===== config.mk =====
export PLATFORM = sky130hd
export DESIGN_NAME = terminal_input_sequence_decoder
export DESIGN_NICKNAME = d
export VERILOG_FILES = /design/src/design/tisd_pkg.sv /design/src/design/terminal_input_sequence_decoder.sv /design/src/design/tisd_parser.sv /design/src/design/tisd_emitter.sv
export SDC_FILE = /design/constraint.sdc
export NUM_CORES = 1
export LEC_CHECK = 0
export BUFFER_PORTS_ARGS = -buffer_cell sky130_fd_sc_hd__buf_4
export CAP_MARGIN = 10
export CORE_MARGIN = 5
export CORE_UTILIZATION = 69
export CTS_BUF_LIST = sky130_fd_sc_hd__clkbuf_4
export CTS_CLUSTER_DIAMETER = 30
export CTS_CLUSTER_SIZE = 40
export DETAILED_ROUTE_END_ITERATION = 12
export PLACE_DENSITY = 0.89
export SLEW_MARGIN = 30
export SYNTH_ARGS = -nofsm -noshare
export SYNTH_HDL_FRONTEND = slang
export SYNTH_HIERARCHICAL = 1
export SYNTH_SLANG_ARGS = --single-unit

===== constraint.sdc =====
create_clock -name clk -period 19.2 [get_ports clk]
set_clock_uncertainty 0.05 [all_clocks]
set_input_delay 0.96 -clock clk [delete_from_list [all_inputs] [get_ports clk]]
set_output_delay 0.96 -clock clk [all_outputs]
set_load 0.005 [all_outputs]

===== src/design/tisd_pkg.sv =====
// shared types, codes and tables for the terminal input sequence decoder
package tisd_pkg;

	localparam int PARAM_CAPACITY = 32;
	localparam int PCNT_W = $clog2(PARAM_CAPACITY + 1);

	localparam logic [2:0] K_TEXT   = 3'd0;
	localparam logic [2:0] K_KEY    = 3'd1;
	localparam logic [2:0] K_MOUSE  = 3'd2;
	localparam logic [2:0] K_PBEGIN = 3'd3;
	localparam logic [2:0] K_PBYTE  = 3'd4;
	localparam logic [2:0] K_PEND   = 3'd5;
	localparam logic [2:0] K_FIN    = 3'd6;
	localparam logic [2:0] K_FOUT   = 3'd7;

	localparam logic [31:0] SK_UP     = 32'h0011_0000;
	localparam logic [31:0] SK_DOWN   = 32'h0011_0001;
	localparam logic [31:0] SK_RIGHT  = 32'h0011_0002;
	localparam logic [31:0] SK_LEFT   = 32'h0011_0003;
	localparam logic [31:0] SK_HOME   = 32'h0011_0004;
	localparam logic [31:0] SK_END    = 32'h0011_0005;
	localparam logic [31:0] SK_INSERT = 32'h0011_0006;
	localparam logic [31:0] SK_DELETE = 32'h0011_0007;
	localparam logic [31:0] SK_PGUP   = 32'h0011_0008;
	localparam logic [31:0] SK_PGDN   = 32'h0011_0009;

	localparam logic [2:0] MOD_SHIFT = 3'd1;
	localparam logic [2:0] MOD_ALT   = 3'd2;
	localparam logic [2:0] MOD_CTRL  = 3'd4;

	localparam logic [7:0] B_ESC = 8'h1b;
	localparam logic [2:0] MARKER_LEN = 3'd6;

	typedef enum logic [4:0] {
		M_GROUND = 5'b00001,
		M_ESC    = 5'b00010,
		M_CSI    = 5'b00100,
		M_SS3    = 5'b01000,
		M_PASTE  = 5'b10000
	} mode_t;

	typedef struct packed {
		logic [2:0]  flush_cnt;
		logic        main_vld;
		logic [2:0]  kind;
		logic [31:0] key_code;
		logic [31:0] modifiers;
		logic [7:0]  text_byte;
		logic [14:0] mouse_x;
		logic [14:0] mouse_y;
		logic [2:0]  mouse_button;
		logic [2:0]  mouse_action;
	} desc_t;

	function automatic logic [7:0] end_marker(input logic [2:0] idx);
		logic [7:0] r;
		case (idx)
			3'd0: r = 8'h1b;
			3'd1: r = 8'h5b;
			3'd2: r = 8'h32;
			3'd3: r = 8'h30;
			3'd4: r = 8'h31;
			3'd5: r = 8'h7e;
			default: r = 8'h00;
		endcase
		return r;
	endfunction

endpackage


===== src/design/terminal_input_sequence_decoder.sv =====
// top level of the terminal input sequence decoder
//  channel | signals                       | direction
//  input   | in_valid, in_ready, in_byte   | byte in
//  output  | out_valid, out_ready, fields  | decoded items out
// one byte is accepted per cycle while the result register can take it; each
// is decoded in a single pass between the input register and the result register
// a byte giving n items holds the result register until all n are taken (up to 6,
// on a failed paste end marker match); most bytes give zero or one
// reset returns to ground mode with all parse state cleared
// stalls on the output side back up through the input register
module terminal_input_sequence_decoder (
	input  logic        clk,
	input  logic        arst_n,
	input  logic        in_valid,
	output logic        in_ready,
	input  logic [7:0]  in_byte,
	output logic        out_valid,
	input  logic        out_ready,
	output logic [2:0]  kind,
	output logic [31:0] key_code,
	output logic [31:0] modifiers,
	output logic [7:0]  text_byte,
	output logic [14:0] mouse_x,
	output logic [14:0] mouse_y,
	output logic [2:0]  mouse_button,
	output logic [2:0]  mouse_action,
	output logic        last
);
	import tisd_pkg::*;

	desc_t desc;
	logic  desc_vld;
	logic  take;

	tisd_parser u_parser (
		.clk      (clk),
		.arst_n   (arst_n),
		.in_valid (in_valid),
		.in_ready (in_ready),
		.in_byte  (in_byte),
		.take     (take),
		.desc_vld (desc_vld),
		.desc     (desc)
	);

	tisd_emitter u_emitter (
		.clk          (clk),
		.arst_n       (arst_n),
		.desc_vld     (desc_vld),
		.desc         (desc),
		.take         (take),
		.out_valid    (out_valid),
		.out_ready    (out_ready),
		.kind         (kind),
		.key_code     (key_code),
		.modifiers    (modifiers),
		.text_byte    (text_byte),
		.mouse_x      (mouse_x),
		.mouse_y      (mouse_y),
		.mouse_button (mouse_button),
		.mouse_action (mouse_action),
		.last         (last)
	);

endmodule


===== src/design/tisd_parser.sv =====
// input register, sequence state and one-pass decode of each byte
module tisd_parser (
	input  logic               clk,
	input  logic               arst_n,
	input  logic               in_valid,
	output logic               in_ready,
	input  logic [7:0]         in_byte,
	input  logic               take,
	output logic               desc_vld,
	output tisd_pkg::desc_t    desc
);
	import tisd_pkg::*;

	logic        valid_s1;
	logic [7:0]  byte_s1;
	logic        adv;

	mode_t              mode_q, mode_d;
	logic [2:0]         marker_q, marker_d;
	logic [PCNT_W-1:0]  pcnt_q, pcnt_d;
	logic [1:0]         field_q, field_d;
	logic               sub_q, sub_d;
	logic               mpre_q, mpre_d;
	logic [31:0]        v1_q, v1_d, v2_q, v2_d, v3_q, v3_d;

	assign adv = valid_s1 && take;
	assign in_ready = !valid_s1 || take;

	always_ff @(posedge clk or negedge arst_n) begin
		if (!arst_n) begin
			valid_s1 <= 1'b0;
		end else if (in_ready) begin
			valid_s1 <= in_valid;
		end
	end

	always_ff @(posedge clk) begin
		if (in_ready && in_valid) begin
			byte_s1 <= in_byte;
		end
	end

	always_ff @(posedge clk or negedge arst_n) begin
		if (!arst_n) begin
			mode_q <= M_GROUND;
			marker_q <= '0;
			pcnt_q <= '0;
			field_q <= '0;
			sub_q <= 1'b0;
			mpre_q <= 1'b0;
			v1_q <= '0;
			v2_q <= '0;
			v3_q <= '0;
		end else if (adv) begin
			mode_q <= mode_d;
			marker_q <= marker_d;
			pcnt_q <= pcnt_d;
			field_q <= field_d;
			sub_q <= sub_d;
			mpre_q <= mpre_d;
			v1_q <= v1_d;
			v2_q <= v2_d;
			v3_q <= v3_d;
		end
	end

	function automatic logic [14:0] coord(input logic [31:0] v);
		logic [31:0] m;
		m = v - 32'd1;
		if (v == 32'd0) return 15'd0;
		if (m > 32'h7fff) return 15'h7fff;
		return m[14:0];
	endfunction

	function automatic logic [31:0] mac10(input logic [31:0] v, input logic [7:0] b);
		logic [31:0] d;
		d = {28'd0, b[3:0]};
		return (v << 3) + (v << 1) + d;
	endfunction

	always_comb begin
		logic [7:0]  b;
		logic [31:0] mods;
		logic [2:0]  mm;
		logic [2:0]  low;
		b = byte_s1;
		desc = '0;
		mode_d = mode_q;
		marker_d = marker_q;
		pcnt_d = pcnt_q;
		field_d = field_q;
		sub_d = sub_q;
		mpre_d = mpre_q;
		v1_d = v1_q;
		v2_d = v2_q;
		v3_d = v3_q;
		mods = (v2_q != 32'd0) ? v2_q - 32'd1 : 32'd0;
		mm = (marker_q > 3'd5) ? 3'd0 : marker_q;
		low = {1'b0, v1_q[1:0]};
		case (mode_q)
			M_GROUND: begin
				if (b == B_ESC) begin
					mode_d = M_ESC;
				end else if (b >= 8'h20 && b != 8'h7f) begin
					desc.main_vld = 1'b1;
					desc.kind = K_TEXT;
					desc.text_byte = b;
				end else begin
					desc.main_vld = 1'b1;
					desc.kind = K_KEY;
					if (b == 8'h0d || b == 8'h09 || b == 8'h7f) begin
						desc.key_code = {24'd0, b};
					end else if (b == 8'h00) begin
						desc.key_code = 32'h20;
						desc.modifiers = {29'd0, MOD_CTRL};
					end else if (b <= 8'h1a) begin
						desc.key_code = {24'd0, b + 8'h60};
						desc.modifiers = {29'd0, MOD_CTRL};
					end else begin
						desc.key_code = {24'd0, b | 8'h40};
						desc.modifiers = {29'd0, MOD_CTRL};
					end
				end
			end
			M_ESC: begin
				if (b == 8'h5b) begin
					mode_d = M_CSI;
					pcnt_d = '0;
					field_d = '0;
					sub_d = 1'b0;
					mpre_d = 1'b0;
					v1_d = '0;
					v2_d = '0;
					v3_d = '0;
				end else if (b == 8'h4f) begin
					mode_d = M_SS3;
				end else begin
					mode_d = M_GROUND;
					desc.main_vld = 1'b1;
					desc.kind = K_KEY;
					desc.key_code = {24'd0, b};
					desc.modifiers = {29'd0, MOD_ALT};
				end
			end
			M_CSI: begin
				if (b >= 8'h20 && b <= 8'h3f) begin
					if (pcnt_q >= PCNT_W'(PARAM_CAPACITY)) begin
						mode_d = M_GROUND;
					end else begin
						if (pcnt_q == '0 && b == 8'h3c) mpre_d = 1'b1;
						pcnt_d = pcnt_q + 1'b1;
						if (b == 8'h3b) begin
							if (field_q != 2'd3) field_d = field_q + 2'd1;
							sub_d = 1'b0;
						end else if (b == 8'h3a) begin
							sub_d = 1'b1;
						end else if (b >= 8'h30 && b <= 8'h39 && !sub_q) begin
							case (field_q)
								2'd0: v1_d = mac10(v1_q, b);
								2'd1: v2_d = mac10(v2_q, b);
								2'd2: v3_d = mac10(v3_q, b);
								default: ;
							endcase
						end
					end
				end else if (b >= 8'h40 && b <= 8'h7e) begin
					mode_d = M_GROUND;
					desc.kind = K_KEY;
					desc.modifiers = mods;
					if ((b == 8'h4d || b == 8'h6d) && mpre_q) begin
						desc.main_vld = 1'b1;
						desc.kind = K_MOUSE;
						desc.modifiers = {29'd0, v1_q[4], v1_q[3], v1_q[2]};
						desc.mouse_x = coord(v2_q);
						desc.mouse_y = coord(v3_q);
						if (v1_q[6]) begin
							desc.mouse_button = 3'd4;
							desc.mouse_action = (low == 3'd0) ? 3'd4 : 3'd5;
						end else if (v1_q[5]) begin
							desc.mouse_button = low;
							desc.mouse_action = (low == 3'd3) ? 3'd3 : 3'd2;
						end else begin
							desc.mouse_button = low;
							desc.mouse_action = (b == 8'h4d) ? 3'd0 : 3'd1;
						end
					end else if (b == 8'h75) begin
						desc.main_vld = 1'b1;
						desc.key_code = v1_q;
					end else if (b == 8'h7e) begin
						desc.main_vld = 1'b1;
						if (v1_q == 32'd200) begin
							mode_d = M_PASTE;
							marker_d = '0;
							desc.kind = K_PBEGIN;
							desc.modifiers = '0;
						end else if (v1_q == 32'd27) begin
							desc.key_code = v3_q;
						end else begin
							case (v1_q)
								32'd1, 32'd7: desc.key_code = SK_HOME;
								32'd2: desc.key_code = SK_INSERT;
								32'd3: desc.key_code = SK_DELETE;
								32'd4, 32'd8: desc.key_code = SK_END;
								32'd5: desc.key_code = SK_PGUP;
								32'd6: desc.key_code = SK_PGDN;
								default: desc.main_vld = 1'b0;
							endcase
						end
					end else begin
						desc.main_vld = 1'b1;
						case (b)
							8'h41: desc.key_code = SK_UP;
							8'h42: desc.key_code = SK_DOWN;
							8'h43: desc.key_code = SK_RIGHT;
							8'h44: desc.key_code = SK_LEFT;
							8'h48: desc.key_code = SK_HOME;
							8'h46: desc.key_code = SK_END;
							8'h49: begin
								desc.kind = K_FIN;
								desc.modifiers = '0;
							end
							8'h4f: begin
								desc.kind = K_FOUT;
								desc.modifiers = '0;
							end
							default: desc.main_vld = 1'b0;
						endcase
					end
				end else begin
					mode_d = M_GROUND;
				end
			end
			M_SS3: begin
				mode_d = M_GROUND;
				desc.main_vld = 1'b1;
				desc.kind = K_KEY;
				case (b)
					8'h41: desc.key_code = SK_UP;
					8'h42: desc.key_code = SK_DOWN;
					8'h43: desc.key_code = SK_RIGHT;
					8'h44: desc.key_code = SK_LEFT;
					8'h48: desc.key_code = SK_HOME;
					8'h46: desc.key_code = SK_END;
					default: desc.main_vld = 1'b0;
				endcase
			end
			M_PASTE: begin
				if (b == end_marker(mm)) begin
					if (mm + 3'd1 == MARKER_LEN) begin
						marker_d = '0;
						mode_d = M_GROUND;
						desc.main_vld = 1'b1;
						desc.kind = K_PEND;
					end else begin
						marker_d = mm + 3'd1;
					end
				end else begin
					desc.flush_cnt = mm;
					if (b == B_ESC) begin
						marker_d = 3'd1;
					end else begin
						marker_d = '0;
						desc.main_vld = 1'b1;
						desc.kind = K_PBYTE;
						desc.text_byte = b;
					end
				end
			end
			default: begin
				mode_d = M_GROUND;
			end
		endcase
	end

	assign desc_vld = valid_s1 && (desc.main_vld || desc.flush_cnt != 3'd0);

endmodule


===== src/design/tisd_emitter.sv =====
// result register that plays out the flushed marker bytes and the main item
module tisd_emitter (
	input  logic               clk,
	input  logic               arst_n,
	input  logic               desc_vld,
	input  tisd_pkg::desc_t    desc,
	output logic               take,
	output logic               out_valid,
	input  logic               out_ready,
	output logic [2:0]         kind,
	output logic [31:0]        key_code,
	output logic [31:0]        modifiers,
	output logic [7:0]         text_byte,
	output logic [14:0]        mouse_x,
	output logic [14:0]        mouse_y,
	output logic [2:0]         mouse_button,
	output logic [2:0]         mouse_action,
	output logic               last
);
	import tisd_pkg::*;

	desc_t      desc_q;
	logic       vld_q;
	logic [2:0] idx_q;
	logic       in_flush;
	logic       final_item;

	assign in_flush = idx_q < desc_q.flush_cnt;
	assign final_item = in_flush ? (idx_q + 3'd1 == desc_q.flush_cnt) && !desc_q.main_vld
		: 1'b1;
	assign take = !vld_q || (out_ready && final_item);
	assign out_valid = vld_q;

	always_ff @(posedge clk or negedge arst_n) begin
		if (!arst_n) begin
			vld_q <= 1'b0;
			idx_q <= '0;
		end else if (take) begin
			vld_q <= desc_vld;
			idx_q <= '0;
		end else if (out_ready) begin
			idx_q <= idx_q + 3'd1;
		end
	end

	always_ff @(posedge clk) begin
		if (take && desc_vld) begin
			desc_q <= desc;
		end
	end

	always_comb begin
		last = final_item;
		if (in_flush) begin
			kind = K_PBYTE;
			key_code = '0;
			modifiers = '0;
			text_byte = end_marker(idx_q);
			mouse_x = '0;
			mouse_y = '0;
			mouse_button = '0;
			mouse_action = '0;
		end else begin
			kind = desc_q.kind;
			key_code = desc_q.key_code;
			modifiers = desc_q.modifiers;
			text_byte = desc_q.text_byte;
			mouse_x = desc_q.mouse_x;
			mouse_y = desc_q.mouse_y;
			mouse_button = desc_q.mouse_button;
			mouse_action = desc_q.mouse_action;
		end
	end

	a_idx_bound: assert property (@(posedge clk) disable iff (!arst_n)
		vld_q |-> idx_q <= desc_q.flush_cnt)
		else $error("item index ran past flushed bytes");
	a_flush_kind: assert property (@(posedge clk) disable iff (!arst_n)
		vld_q && desc_q.flush_cnt != 3'd0 && desc_q.main_vld |-> desc_q.kind == K_PBYTE)
		else $error("flush paired with non paste item");
	a_last_kind: assert property (@(posedge clk) disable iff (!arst_n)
		vld_q && kind != K_PBYTE |-> last)
		else $error("non paste item not last");
	a_flush_last: assert property (@(posedge clk) disable iff (!arst_n)
		vld_q && in_flush && desc_q.main_vld |-> !last)
		else $error("flushed byte marked last before main item");

endmodule

==> results of run 1 <==
[per-stage QoR]
step	std cells	utilization, %	power (mW)	area, um2	hold slack (ns)
floorplan	1960	-	1.114	18030	0.4009
global placement	2353	73.96	1.356	19160	0.4204
detailed placement	2353	74.00	1.378	19170	0.4305
CTS	2457	77.62	1.909	20110	0.1682
global route	2459	77.74	2.013	20140	0.2058
finish	2459	77.74	1.900	20140	0.2027
[sequential cells by signal (all words and copies together), names as in the netlist, 3 cells and up]
| register | count |
|---|---|
| u_emitter/desc_q | 115 |
| u_parser/marker_q | 3 |
| u_parser/mode_q | 5 |
| u_parser/v3_q | 32 |
| u_parser/v1_q | 32 |
| u_parser/v2_q | 32 |
| u_parser/pcnt_q | 6 |
| u_emitter/idx_q | 3 |
| u_parser/byte_s1 | 8 |
[critical path, delay by kind of cell (launching register included)]
family	cells	cell delay [ns]
AOI/OAI and AO/OA	5	1.60
adders and majority gates	2	0.55
buffers and inverters	3	0.94
DFF	1	0.42
and+or+nand+nor	5	0.79
[final cells by class]
cell class / count / area [um2]
multi-input combinational: 1575 / 10820
tap: 335 / 419.2
fill: 1759 / 5768
clock inverter: 43 / 480.5
inverter: 65 / 244.0
timing repair buffer: 137 / 1044
sequential: 242 / 6673
antenna: 1 / 2.502
clock buffer: 61 / 457.9
[how the worst max path moves through the flow]
stage / from / slack (ns) / end
finish: u_parser/marker_q[1]$_DFFE_PN0P_ / 14.40 / u_emitter/desc_q[84]$_DFFE_PP_
global route: u_parser/marker_q[1]$_DFFE_PN0P_ / 14.12 / u_emitter/desc_q[84]$_DFFE_PP_
CTS: u_parser/marker_q[1]$_DFFE_PN0P_ / 13.73 / u_emitter/desc_q[84]$_DFFE_PP_
detailed placement: u_parser/marker_q[1]$_DFFE_PN0P_ / 13.75 / u_emitter/desc_q[84]$_DFFE_PP_
global placement: u_parser/marker_q[1]$_DFFE_PN0P_ / 13.95 / u_emitter/desc_q[101]$_DFFE_PP_
floorplan: u_parser/marker_q[1]$_DFFE_PN0P_ / 9.97 / u_emitter/desc_q[0]$_DFFE_PP_
[cell usage after synthesis (all sizes together) (10+ instances only)]
cell / n
a211oi: 12
a21o: 25
a21oi: 137
a22o: 16
a22oi: 31
a31oi: 15
and2: 129
and3: 22
buf: 11
clkbuf: 67
dfrtp: 118
edfxtp: 123
ha: 201
inv: 65
mux2: 10
nand2: 179
nand2b: 24
nand3: 37
nand3b: 11
nand4: 15
nor2: 162
nor2b: 20
nor3: 56
nor4: 18
o211ai: 10
o21a: 15
o21ai: 150
o31ai: 19
or3: 25
xnor2: 63
xor2: 49
[cell usage in the layout, fill, tap and decap left out, types with 65 or more instances in the layout]
| cell | Yosys | layout |
|---|---|---|
| dfrtp_1 | 118 | 118 |
| nor2_1 | 162 | 162 |
| a21oi_1 | 127 | 127 |
| nand2_1 | 179 | 177 |
| o21ai_0 | 148 | 148 |
| buf_4 | 1 | 134 |
| and2_1 | 128 | 128 |
| inv_1 | 65 | 65 |
| edfxtp_1 | 123 | 123 |
| ha_1 | 201 | 201 |
[where the power goes]
group / internal (mW) / switching (mW)
logic: 0.296 / 0.352
clock network: 0.261 / 0.264
registers: 0.669 / 0.0578
[per-layer routing]
layer | wire length [um] | up-vias
met3 | 3988 | 143
met1 | 19390 | 7444
met5 | 0 | -
met4 | 1888 | 0
met2 | 22410 | 733
li1 | - | 7430
[cell families (layout without fill, tap and decap cells)]
group,count (synthesis),in the layout,share of synthesized area (%)
xor gates and xnor gates,113,113,5.565
buffers and inverters,143,306,3.178
DFF,242,242,37.01
AOI/OAI and AO/OA,504,504,17.99
adders and majority gates,207,207,14.61
muxes,15,15,0.9021
and+or+nand+nor,736,736,20.75
other,0,1,0
==> summary.txt, run 1 <==
Global routing
  • GR Overflow Total: 0
  • First-pass GRT wire length: around 77 mm
  • Largest net degree at the start of global routing: 85
  • Initial antenna violation count: 1
  • Vias in the first global route: 15,160
  • Most Crowded Layer GR: met2
  • Grt met1 use: 41.76%
  • Total track usage: 32.02%
  • Met2 Use GR: 52.78%
  • GRT met3 Usage: 5.884%

Setup path
  • R2R setup slack: 14.40 ns
  • Worst EP arrival: just over 5 ns
  • Register-to-Register Path Depth: 15
  • Crit path largest cell delay: 0.65 ns
  • Crit path max-delay cell type: buf_6
  • Critical Path, Cell by Cell: ha_1 -> nand2b_1 -> inv_1 -> ha_1 -> nand2_1 -> nor4_1 -> o21ai_0 -> a2111oi_4 -> nand3_1 -> o21ai_0 -> nand2_1 -> a41oi_1 -> inv_1 -> a31oi_4 -> buf_6
  • R2R Path Start: u_parser/marker_q[1]$_DFFE_PN0P_
  • Crit-path max FO: 84
  • CP required: 19.49 ns
  • Critical Path Start Type: flop
  • Reg2reg end: u_emitter/desc_q[84]$_DFFE_PP_
  • Crit Path Class: reg2reg
  • CP Capture Type: flop

Finish
  • P&R area growth vs syn: 11.71%
  • Layout Nets: 2,295
  • Share of cells above drive strength 1: 13.61%

Clock network
  • Post-CTS Setup Inserts: 0
  • Number of buffers created by CTS: 55
  • H-tree depth: 2
  • CTS tree: done
  • Clock Tree Buf Depth: 3
  • Hold-fix buffers, CTS: 0
  • CTS clock-pin slew for the worst setup and hold paths: 0.09 ns
  • Resize count post-CTS: 0
  • Clock root buffer: clkbuf_4
  • Worst-Skew Late Latency: ~0.74 ns
  • Clk sinks: 242

Drt
  • Drt drc: 0
  • DR vias: around 16,000
  • Detail Route Antenna Nets: 0
  • Via density: 6.405
  • Wirelength, routed: 47.68 mm
  • DRT Pass-1 Iters: 5
  • Drt wl/cell: 19.39 um
  • 1st-iter DRT viols: 1,439

Floorplan
  • Core Region: 25,910 um2
  • Starting density of the core: between 60 and 70%
  • Std cell rows: 59
  • Die height: 171.7 um
  • Ports: 126
  • Die area: just under 30,000 um2
  • Die Wd: 171.7 um

Synthesis
  • Top cells by area, synth: edfxtp_1 20%, dfrtp_1 16%, ha_1 14%
  • Syn Area/Cell: 9.200 um2
  • Synthesized instance count: 1,960
  • EDFF count, synth: 123
  • Ys Warns: 6
  • Fraction of registers with async set/reset: 49.17%
  • Mapped Nets: about 2,200
  • Seq/Total Area, Yosys: 37.01%
  • Post-synth top area share: about a fifth
  • Main synth FF type: edfxtp_1
  • Post-synth top area cell: edfxtp_1
  • Synth cell types: 87
  • Synthesized area: 18,030 um2
  • Register bit count reported by yosys: 242

Place
  • Port bufs: 125
  • Post-DP HPWL: 34.80 mm
  • Pre-CTS WS: approximately 14 ns
  • GPL Wtd Cong: ~0.95

Pwr
  • Leak Pwr: 9.420 nW
  • Largest vdd supply drop: 0.1064 mV
  • Power per standard cell area: 94.35 nW/um2

Timing
  • Final slew viol count: 0
  • Final Hold Vio Count: 0
  • Max-slew headroom: 34.79%
  • Final period util: 25.00%
  • Sum Neg Setup Slack: 0 ns
  • Max Freq: 208.3 MHz
  • Fin worst setup slack: ~14 ns
  • Final setup vio count: 0
  • Worst Tran Pin Value: roughly 0.97 ns
  • RSZ-0062 raised after global routing: no
  • Minimum clock period: 4.801 ns

Run
  • Max_cap viols: 0

Run status
  • Outcome: finished clean

Hold path
  • Class of the worst hold path: in2async
No activity file was read; power rests on OpenSTA's default activity.
==> run 2: changes to the inputs <==
ABC_AREA = 1   (was not set)
CORE_UTILIZATION = 64   (was 69)
PLACE_DENSITY = 0.83   (was 0.89)
clock period = 4.6 ns   (was 19.2 ns; I/O delays follow)
==> run 2 against run 1 <==
Combinational power increased to 12 times the previous value. Synthesized area increased by 9.7%. Sequential cell count unchanged. Core utilization decreased by 4.9 points. Count of clock-buffer cells in the layout increased by 2. Worst setup slack got worse by 13 ns. Largest power group is now combinational logic.
==> summary.txt, run 2 <==
Setup path
  • Crit Path Class: reg2reg (unchanged)
  • Crit path from: u_parser/byte_s1[3]$_DFFE_PP_ (was u_parser/marker_q[1]$_DFFE_PN0P_)
  • Most used cell along the critical path: nand2_1
  • Critical Path, Cell by Cell: inv_2 -> nand2_1 -> nor3_2 -> buf_4 -> nor2_1 -> inv_1 -> nor2_1 -> nand2_1 -> nand2_1 -> nand2_1 -> nand2_1 -> nand3_1 -> nand2_1 -> inv_1 -> inv_1 -> nor2_4 -> buf_4 (was ha_1 -> nand2b_1 -> inv_1 -> ha_1 -> nand2_1 -> nor4_1 -> o21ai_0 -> a2111oi_4 -> nand3_1 -> o21ai_0 -> nand2_1 -> a41oi_1 -> inv_1 -> a31oi_4 -> buf_6)
  • CP required: 4.95 ns (was 19.49 ns)
  • Worst EP arrival: 4.00 ns (was 5.09 ns)
  • Reg2reg end: u_emitter/desc_q[76]$_DFFE_PP_ (was u_emitter/desc_q[84]$_DFFE_PP_)
  • CP Capture Type: flop (unchanged)
  • CP Buf/Inv Count: 6 (was 3)
  • Crit-path max FO: 36 (was 84)
  • Crit path largest cell delay: 0.70 ns (was 0.65 ns)
  • R2R Path Start: u_parser/byte_s1[3]$_DFFE_PP_ (was u_parser/marker_q[1]$_DFFE_PN0P_)
  • Register-to-Register Path Depth: 17 (was 15)
  • CP top delay family: buffers and inverters (was compound AO/OA/AOI/OAI gates)
  • Crit path max-delay cell type: edfxtp_1 (was buf_6)
  • Critical Path Start Type: flop (unchanged)
  • R2R setup slack: 0.96 ns (was 14.40 ns)

Hold path
  • Class of the worst hold path: in2reg (was in2async)
  • Min-delay src: in_byte[0]
  • Hold worst-path end: u_parser/byte_s1[0]$_DFFE_PP_
  • Hold Path Depth: 2

Clock network
  • CTS clock-pin slew for the worst setup and hold paths: 0.11 ns (was 0.09 ns)
  • Post-CTS Setup Inserts: 0 (unchanged)
  • Clk sinks: 242 (unchanged)
  • CTS tree: done (unchanged)
  • Clock root buffer: clkbuf_4 (unchanged)
  • Number of buffers created by CTS: 58 (was 55)
  • H-tree depth: 2 (unchanged)
  • Worst-Skew Late Latency: 0.83 ns (was 0.74 ns)
  • Clock Tree Buf Depth: 3 (unchanged)

Place
  • Port bufs: 125 (unchanged)
  • Post-DP HPWL: 45.77 mm (was 34.80 mm)
  • DP Cell Count: 3,155 (was 2,353)
  • GPL Wtd Cong: 1.006 (was 0.9467)

Timing
  • Max-slew headroom: 37.56% (was 34.79%)
  • Final period util: 79.24% (was 25.00%)
  • RSZ-0062 raised after global routing: no (unchanged)
  • Final slew viol count: 0 (unchanged)
  • Final setup vio count: 0 (unchanged)
  • Minimum clock period: 3.645 ns (was 4.801 ns)
  • Final Hold Vio Count: 0 (unchanged)
  • Final hold slack: 0.1522 ns (was 0.2027 ns)
  • Sum Neg Setup Slack: 0 ns (unchanged)
  • Max Freq: 274.4 MHz (was 208.3 MHz)
  • Worst Tran Pin Value: 0.9331 ns (was 0.9706 ns)

Synthesis
  • Fraction of registers with async set/reset: 49.17% (unchanged)
  • EDFF count, synth: 123 (unchanged)
  • Mapped Nets: 2,884 (was 2,179)
  • Register bit count reported by yosys: 242 (unchanged)
  • Synthesized area: 19,780 um2 (was 18,030 um2)
  • Synth cell types: 58 (was 87)
  • Ys Warns: 6 (unchanged)
  • Top-count cell post-synth: nand2_1 (was ha_1)
  • Synthesized instance count: 2,665 (was 1,960)
  • Post-synth top area cell: edfxtp_1 (unchanged)
  • Post-synth top area share: 18.67% (was 20.48%)
  • Syn Area/Cell: 7.423 um2 (was 9.200 um2)
  • Seq/Total Area, Yosys: 33.73% (was 37.01%)
  • Most frequent cells after synthesis: 513 x nand2_1, 425 x nor2_1, 379 x inv_1 (was 201 x ha_1, 179 x nand2_1, 162 x nor2_1)
  • Main synth FF type: edfxtp_1 (unchanged)
  • Top cells by area, synth: edfxtp_1 19%, dfrtp_1 15%, ha_1 13% (was edfxtp_1 20%, dfrtp_1 16%, ha_1 14%)

Floorplan
  • Die height: 185.8 um (was 171.7 um)
  • Die area: 34,530 um2 (was 29,470 um2)
  • Die Wd: 185.8 um (was 171.7 um)
  • Std cell rows: 64 (was 59)
  • Starting density of the core: 64.67% (was 69.59%)
  • Core Region: 30,590 um2 (was 25,910 um2)
  • Ports: 126 (unchanged)

Global routing
  • Largest net degree at the start of global routing: 56 (was 85)
  • First-pass GRT wire length: 95.74 mm (was 76.68 mm)
  • Vias in the first global route: 18,520 (was 15,160)
  • GR Overflow Total: 0 (unchanged)
  • Initial antenna violation count: 1 (unchanged)
  • Total track usage: 34.65% (was 32.02%)

Pwr
  • Leak Pwr: 11.04 nW (was 9.420 nW)
  • Sequential Power Share: 26.7% (was 38.3%)
  • Switching share of power: 48.46% (was 35.45%)
  • Largest vdd supply drop: 0.4729 mV (was 0.1064 mV)
  • Clk pwr share: 18.3% (was 27.6%)
  • Pint: 7.179 mW (was 1.227 mW)
  • Psw: 6.751 mW (was 673.7 uW)
  • Power per standard cell area: 624.9 nW/um2 (was 94.35 nW/um2)
  • Combinational share of power: 55.0% (was 34.1%)

Finish
  • Share of cells above drive strength 1: 11.40% (was 13.61%)
  • Fin util: 72.87% (was 77.74%)
  • Commonest non-fill, non-tap cells in the layout: 512 x nand2_1, 424 x nor2_1, 379 x inv_1, 201 x ha_1, 172 x a21oi_1 (was 201 x ha_1, 177 x nand2_1, 162 x nor2_1, 148 x o21ai_0, 134 x buf_4)
  • Commonest non-fill, non-tap cell in the layout: nand2_1 (was ha_1)
  • Largest Register: u_emitter/desc_q (unchanged)
  • Max FFs per register: 115 (unchanged)
  • P&R area growth vs syn: 12.67% (was 11.71%)
  • Layout Nets: 3,054 (was 2,295)
  • Layout Cells excl Fill: 3,282 (was 2,459)

Drt
  • Drt wl/cell: 18.37 um (was 19.39 um)
  • DRT Pass-1 Iters: 6 (was 5)
  • Wirelength, routed: 60.29 mm (was 47.68 mm)
  • Via density: 5.881 (was 6.405)
  • Detail Route Antenna Nets: 0 (unchanged)
  • 1st-iter DRT viols: 1,778 (was 1,439)
  • DR vias: 19,300 (was 15,750)
  • Drt drc: 0 (unchanged)

Run
  • Max_cap viols: 0 (unchanged)

Run status
  • Outcome: finished clean (unchanged)
## run 2: cell types whose count changed after synthesis, moves of 23 or more
cell,previous run,this run
and2_1,128,2
nor2_1,162,425
a22oi_1,31,6
o22ai_1,4,40
clkbuf_1,67,9
nand3_1,37,129
a21oi_1,127,172
nand2b_1,24,0
xnor2_1,63,30
inv_1,65,379
nand4_1,15,38
nand2_1,179,513
## run 2: how the worst max path moves through the flow
| stage | to | slack, ns | depth (start not counted) |
|---|---|---|---|
| after floorplan | u_emitter/desc_q[0]$_DFFE_PP_ | 0.41 | 18 |
| after global placement | u_emitter/desc_q[17]$_DFFE_PP_ | 1.21 | 17 |
| after detailed placement | u_parser/v2_q[30]$_DFFE_PN0P_ | 1.10 | 10 |
| after CTS | modifiers[31] | 0.91 | 8 |
| after global routing | u_parser/v1_q[30]$_DFFE_PN0P_ | 0.73 | 10 |
| final | u_emitter/desc_q[76]$_DFFE_PP_ | 0.96 | 17 |
## run 2: kinds of logic (layout without fill, tap and decap cells)
family,count (synthesis),count (layout),synth area share (%)
flip-flops,242,242,33.73
AND/OR/NAND/NOR,1213,1213,26.11
adder cells (fa/ha/maj),207,207,13.32
AO/OA/AOI/OAI,467,467,13.48
XOR/XNOR,94,94,4.162
buffers and inverters,442,662,9.202
other,0,1,0
## run 2: final cells by class
cell class | instances | area, um2
Inverter | 398 | 1495
Clock buffer | 63 | 473.0
Multi-Input combinational cell | 1981 | 11310
Timing Repair Buffer | 154 | 1219
Sequential cell | 242 | 6673
Antenna cell | 1 | 2.502
Fill cell | 2498 | 8299
Tap cell | 396 | 495.5
Clock inverter | 47 | 623.1
## run 2: metal layers
metal | global-route usage (%) | wire length [um] | share of wire, %
met5 | 0 | 0 | 0
met4 | 14.40 | 2512 | 4.2
met3 | 5.394 | 4925 | 8.2
met2 | 56.04 | 27720 | 46
met1 | 46.75 | 25140 | 42
## run 2: what timing repair did
action / in CTS / in global routing
resized for setup: 0 / 0
hold buffers: 16 / 0
hold endpoints to repair: 69 / 0
## run 2: power groups by stage
stage	combinational [mW]	clock [mW]	sequential (mW)
finish	7.66	2.55	3.72
detailed placement	7.45	0	3.72
global placement	7.25	0	3.70
global route	8.51	2.71	3.77
floorplan	5.28	0	3.44
CTS	7.53	2.59	3.68
## run 2: metrics by stage
step / cell area (um2) / setup WS (ns) / power, mW
3_5_place_dp: 21020 / 1.100 / 11.17
4_1_cts: 22290 / 0.9056 / 13.81
2_1_floorplan: 19790 / 0.4074 / 8.720
6_report: 22290 / 0.9551 / 13.93
5_1_grt: 22290 / 0.7261 / 14.99
3_3_place_gp: 21020 / 1.213 / 10.95
## run 2: worst reg2reg max path: stages (launching register included)
cell	delay [ns]
edfxtp_1	0.70
inv_2	0.28
nand2_1	0.11
nor3_2	0.19
buf_4	0.33
nor2_1	0.12
inv_1	0.10
nor2_1	0.05
nand2_1	0.05
nand2_1	0.05
nand2_1	0.06
nand2_1	0.13
nand3_1	0.10
nand2_1	0.06
inv_1	0.05
inv_1	0.06
nor2_4	0.27
buf_4	0.45
